**config.mk**
```make
export PLATFORM = sky130hd
export DESIGN_NAME = srtt_cell
export DESIGN_NICKNAME = d
export VERILOG_FILES = /design/src/sv/srtt_pkg.sv /design/src/sv/srtt_cell.sv
export SDC_FILE = /design/constraint.sdc
export NUM_CORES = 1
export LEC_CHECK = 0
export BUFFER_PORTS_ARGS = -buffer_cell sky130_fd_sc_hd__clkbuf_2
export CAP_MARGIN = 20
export CORE_ASPECT_RATIO = 0.8
export CORE_MARGIN = 3
export CORE_UTILIZATION = 30
export CTS_CLUSTER_SIZE = 12
export DETAILED_ROUTE_END_ITERATION = 7
export GPL_TIMING_DRIVEN = 0
export PLACE_DENSITY_LB_ADDON = 0.2
export SYNTH_ARGS = -nofsm -noshare
export SYNTH_HDL_FRONTEND = slang
export SYNTH_SLANG_ARGS = --single-unit
```
**constraint.sdc**
```tcl
create_clock -name i_clk -period 4.2 [get_ports i_clk]
set_clock_uncertainty 0.1 [all_clocks]
set_input_delay 0.42 -clock i_clk [delete_from_list [all_inputs] [get_ports i_clk]]
set_output_delay 0.42 -clock i_clk [all_outputs]
set_load 0.05 [all_outputs]
```
**src/sv/srtt_pkg.sv**
```systemverilog
// Shared types and codes for the sorted range translation table.
package srtt_pkg;

    localparam logic [1:0] OP_INSERT = 2'd0;
    localparam logic [1:0] OP_REMOVE = 2'd1;
    localparam logic [1:0] OP_LOOKUP = 2'd2;

    localparam logic [2:0] ST_OK        = 3'd0;
    localparam logic [2:0] ST_NOT_FOUND = 3'd1;
    localparam logic [2:0] ST_OVERLAP   = 3'd2;
    localparam logic [2:0] ST_FULL      = 3'd3;
    localparam logic [2:0] ST_BAD_RANGE = 3'd4;

    typedef struct packed {
        logic load_new;
        logic take_left;
        logic take_right;
    } t_cell_ctl;

    typedef struct packed {
        logic overlap;
        logic below;
        logic match;
        logic hit;
    } t_cell_flags;

endpackage

```
**src/sv/srtt_cell.sv**
```systemverilog
// One table cell: holds a region, compares it against the current word, shifts with neighbors.
module srtt_cell #(
    parameter int ADDR_BITS = 48
) (
    input  logic                  i_clk,
    input  logic                  i_occupied,
    input  logic                  i_eval,
    input  srtt_pkg::t_cell_ctl   i_ctl,
    input  logic [ADDR_BITS-1:0]  i_item_addr,
    input  logic [ADDR_BITS-1:0]  i_item_end,
    input  logic [7:0]            i_item_id,
    input  logic [ADDR_BITS-1:0]  i_left_base,
    input  logic [ADDR_BITS-1:0]  i_left_end,
    input  logic [7:0]            i_left_tag,
    input  logic [ADDR_BITS-1:0]  i_right_base,
    input  logic [ADDR_BITS-1:0]  i_right_end,
    input  logic [7:0]            i_right_tag,
    output logic [ADDR_BITS-1:0]  o_base,
    output logic [ADDR_BITS-1:0]  o_end,
    output logic [7:0]            o_tag,
    output srtt_pkg::t_cell_flags o_flags
);
    import srtt_pkg::*;

    logic [ADDR_BITS-1:0] r_base;
    logic [ADDR_BITS-1:0] r_end;
    logic [7:0]           r_tag;
    t_cell_flags          r_flags;
    t_cell_flags          n_flags;

    always_comb begin
        n_flags.overlap = i_occupied && (r_base < i_item_end) && (i_item_addr < r_end);
        n_flags.below   = i_occupied && (r_end <= i_item_addr);
        n_flags.match   = i_occupied && (r_base == i_item_addr);
        n_flags.hit     = i_occupied && (r_base <= i_item_addr) && (i_item_addr < r_end);
    end

    always_ff @(posedge i_clk) begin
        if (i_eval) begin
            r_flags <= n_flags;
        end
        if (i_ctl.load_new) begin
            r_base <= i_item_addr;
            r_end  <= i_item_end;
            r_tag  <= i_item_id;
        end else if (i_ctl.take_left) begin
            r_base <= i_left_base;
            r_end  <= i_left_end;
            r_tag  <= i_left_tag;
        end else if (i_ctl.take_right) begin
            r_base <= i_right_base;
            r_end  <= i_right_end;
            r_tag  <= i_right_tag;
        end
    end

    assign o_base  = r_base;
    assign o_end   = r_end;
    assign o_tag   = r_tag;
    assign o_flags = r_flags;

endmodule

```
* Yosys cells after proc, flatten, opt, wreduce, memory -nomap -nowiden
Index checks and enable logic that the tools add are counted.
** Storage, ports and cells
- Logic and storage cells :: 28
- Output and inout port bits :: 108
- Register bits :: 108
- Input port bits :: 318
** Operators by class
- Reduce and logical (&&, ||, !) cells :: 7
- Equal/unequal tests :: 1
- Mux-type cells :: 9
- Magnitude comparators :: 4
** Operators by type and width (number)
- two-way mux 48 bit :: 6
- less-or-equal comparator 48 bit :: 2
- < comparator 48 bit :: 2
- equality test 48 bit :: 1
- two-way mux 8 bit :: 3
- logical AND 1 bit :: 6
- nonzero test 3 bit :: 1

* Logic depth before layout (Yosys ltp)
- Depth after elaboration :: 3
- Depth in mapped cells :: 9

* Worst setup path before layout
Ideal clock, no wire load.
- Path kind :: in2reg
- From :: input i_ctl[1] in the netlist's numbering
- To :: register r_base[0], in the netlist o_base[0], enable pin
- Cell stages on the path :: 3
- Setup time :: 0.468 ns
- Path slack :: 0.385 ns
- Arrival :: 3.246 ns
- Path buffers :: 2
- Required time :: 3.632 ns
- Cell sequence :: clkbuf_1 > clkbuf_1 > or3_1
** On the way
- Longest elaborated chain between the ends :: 1
** Ends and longest elaborated chain
- from (decl) :: line srtt_cell.sv:8 : input srtt_pkg::t_cell_ctl i_ctl,
- nonzero test 3 bit (no line)
- to (signal assigned) :: line srtt_cell.sv:43 : r_base <= i_item_addr;
- to (signal assigned) :: line srtt_cell.sv:47 : r_base <= i_left_base;
- to (signal assigned) :: line srtt_cell.sv:51 : r_base <= i_right_base;
- to (decl) :: line srtt_cell.sv:25 : logic [ADDR_BITS-1:0] r_base;
Every way passes these cells.
A chain may end at the register's enable or synchronous reset.

* Worst setup path in the final report
- From :: input i_ctl[1] in the netlist's numbering
- To :: register r_base[24], in the netlist o_base[24], enable pin
Same word-level chain as after synthesis.

==> flow_metrics.env <==
export IMPL_total_power_uw=3760
export IMPL_grt_pass1_wl_um=49400
export IMPL_status="completed"
export IMPL_power_leakage_uw=0.00639
export IMPL_drtPass1Iterations=5
export IMPL_synth_main_ff_cell="edfxtp_1"
export IMPL_startpoint_type="primary input"
export IMPL_dpl_hpwl_um=28700
export IMPL_syn_inst=979
export IMPL_vias_per_cell=4.81
export IMPL_cts_resized=0
export IMPL_synth_seq_area_share_pct=36.3
export IMPL_die_w_um=199
export IMPL_path_clk_slew_ns=0.08
export IMPL_worstPathArrival_ns=2.89
export IMPL_grt_pass1_vias=8566
export IMPL_synthArstFlopShare_pct=0
export IMPL_cts_hold_buf=0
export IMPL_final_nets=1875
export IMPL_syn_to_final_growth_pct=32.3
export IMPL_crit_required_ns=4.13
export IMPL_layout_min_cycle_time_ns=2.96
export IMPL_synth_area_leaders="edfxtp_1 (36%), ha_1 (20%), mux2i_1 (12%)"
export IMPL_grt_usage_pct=20.4
export IMPL_worst_slew_pin_slew_ns=0.935
export IMPL_fmax_ghz=0.338
export IMPL_synth_edf_count=108
export IMPL_die_area_mm2=0.0319
export IMPL_wl_per_cell_um=18.8
export IMPL_grt_overflow_total=0
export IMPL_cts_inserted_buffers=9
export IMPL_clock_sinks=108
export IMPL_period_share_pct=70.4
export IMPL_grt_max_degree=56
export IMPL_diodes=0
export IMPL_synthesis_area_mm2=0.00894
export IMPL_slew_violations=0
export IMPL_synth_seq_cells=108
export IMPL_end_kind="flip-flop"
export IMPL_yosys_warnings=0
export IMPL_synth_common_cells="nand2_1 (148), inv_1 (146), ha_1 (143)"
export IMPL_rsz0062_at_grt="false"
export IMPL_setup_tns_ns=0
export IMPL_clk_latency_ns=0.37
export IMPL_ios=426
export IMPL_cts_max_level=3
export IMPL_num_rows=55
export IMPL_critical_path_class="primary input to flip-flop"
export IMPL_setup_viol=0
export IMPL_cts_root_buf="clkbuf_16"
export IMPL_ys_types=36
export IMPL_postCtsSetupBuffers=0
export IMPL_drt_iter0_markers=318
export IMPL_vias=8608
export IMPL_holdWs_ns=0.227
export IMPL_cts_buffer_depth=2
export IMPL_drv_cap=0
export IMPL_cts_tree="done"
export IMPL_cellPowerDensity_mw_per_mm2=318
export IMPL_start_util_pct=31.0
export IMPL_postSynthAreaPerCell_um2=9.14
export IMPL_synth_top_area_share_pct=36.3
export IMPL_drc_errors=0
export IMPL_drive_gt1_share_pct=31.8
export IMPL_yosysMostFrequentCell="nand2_1"
export IMPL_maxSlewHeadroom_pct=37.1
export IMPL_ir_drop_mv=0.179
export IMPL_die_y_um=160
export IMPL_final_hold_viol_count=0
export IMPL_grt_antenna_before_repair=0
export IMPL_gp_congestion=0.848
export IMPL_core_mm2=0.0288
export IMPL_hold_class="primary input to flip-flop"
export IMPL_synth_net_count=1440
export IMPL_drt_wl_total_um=33700
export IMPL_cp_max_fo=55
export IMPL_port_buffers=423
export IMPL_drtAntennaViolNets=0
export IMPL_synth_largest_area_cell="edfxtp_1"
## placed cells by master, fill, tap and decap left out, types with 3 or more instances in the layout
cell,instances
a211oi_1,6
a21o_1,9
a21oi_1,55
a21oi_2,3
a221oi_1,5
buf_1,3
buf_2,5
clkbuf_1,27
clkbuf_16,9
clkbuf_2,423
clkinv_4,3
edfxtp_1,108
ha_1,143
inv_1,146
mux2i_1,104
nand2_1,148
nand3_1,14
nand4_1,19
nor2_1,18
nor3_1,6
nor4_1,4
o21ai_0,130
## cell families after synthesis
logic type | Yosys count | synth area share, %
simple gates | 223 | 10.9
compound gates | 220 | 13.6
mux | 104 | 11.6
fa+ha+maj | 143 | 20.0
flops | 108 | 36.3
buf+inv | 181 | 7.67
## routing by layer
layer | track usage (%) | part of all wire, % | vias to the layer above | wire length, um
li1 | - | - | 4338 | -
met1 | 27.6 | 45 | 3924 | 15300
met2 | 34.2 | 47 | 328 | 15800
met3 | 4.07 | 6.8 | 18 | 2300
met4 | 3.48 | 1.0 | 0 | 336
met5 | 0 | 0 | - | 0
## sequential cells by signal (all words and copies together), names as in the netlist
register,count
o_flags,4
o_end,48
o_base,48
o_tag,8
## worst paths after layout
| kind | start | end | slack (ns) | cells past startpoint |
|---|---|---|---|---|
| max | i_ctl[1] | o_base[24]$_DFFE_PP_ | 1.24 | 4 |
| min | i_eval | o_flags[3]$_DFFE_PP_ | 0.23 | 1 |
| min reg2reg | o_base[47]$_DFFE_PP_ | o_flags[3]$_DFFE_PP_ | 0.84 | 4 |
| max reg2reg | o_base[29]$_DFFE_PP_ | o_flags[0]$_DFFE_PP_ | 1.34 | 8 |
## layout make-up
type                       instances  area (um2)
timing repair buffer             424        2140
sequential                       108        3240
buffer                            35         138
clock inverter                     6        50.0
tap                              370         463
inverter                         146         548
clock buffer                       9         225
multi-input combinational        690        5020
fill                            2981       17000
## per-stage QoR
stage	area, um2	setup slack (ns)	utilization [%]	cells
3_3_place_gp	11500	-1.90	40.0	1772
6_report	11800	1.24	41.0	1788
3_5_place_dp	11600	0.762	40.1	1773
4_1_cts	11800	1.16	41.0	1788
2_1_floorplan	8940	0.385	-	979
5_1_grt	11800	1.07	41.0	1788
## report_power, final
group,switching (uW),internal (uW)
sequential,100,1330
clock,441,407
combinational,1000,481
## critical path, stage by stage
cell      delay [ns]
clkbuf_1        0.51
clkbuf_1        0.76
or3_4           0.76
buf_16          0.34
Note: power is estimated with default switching activity, not from simulation.
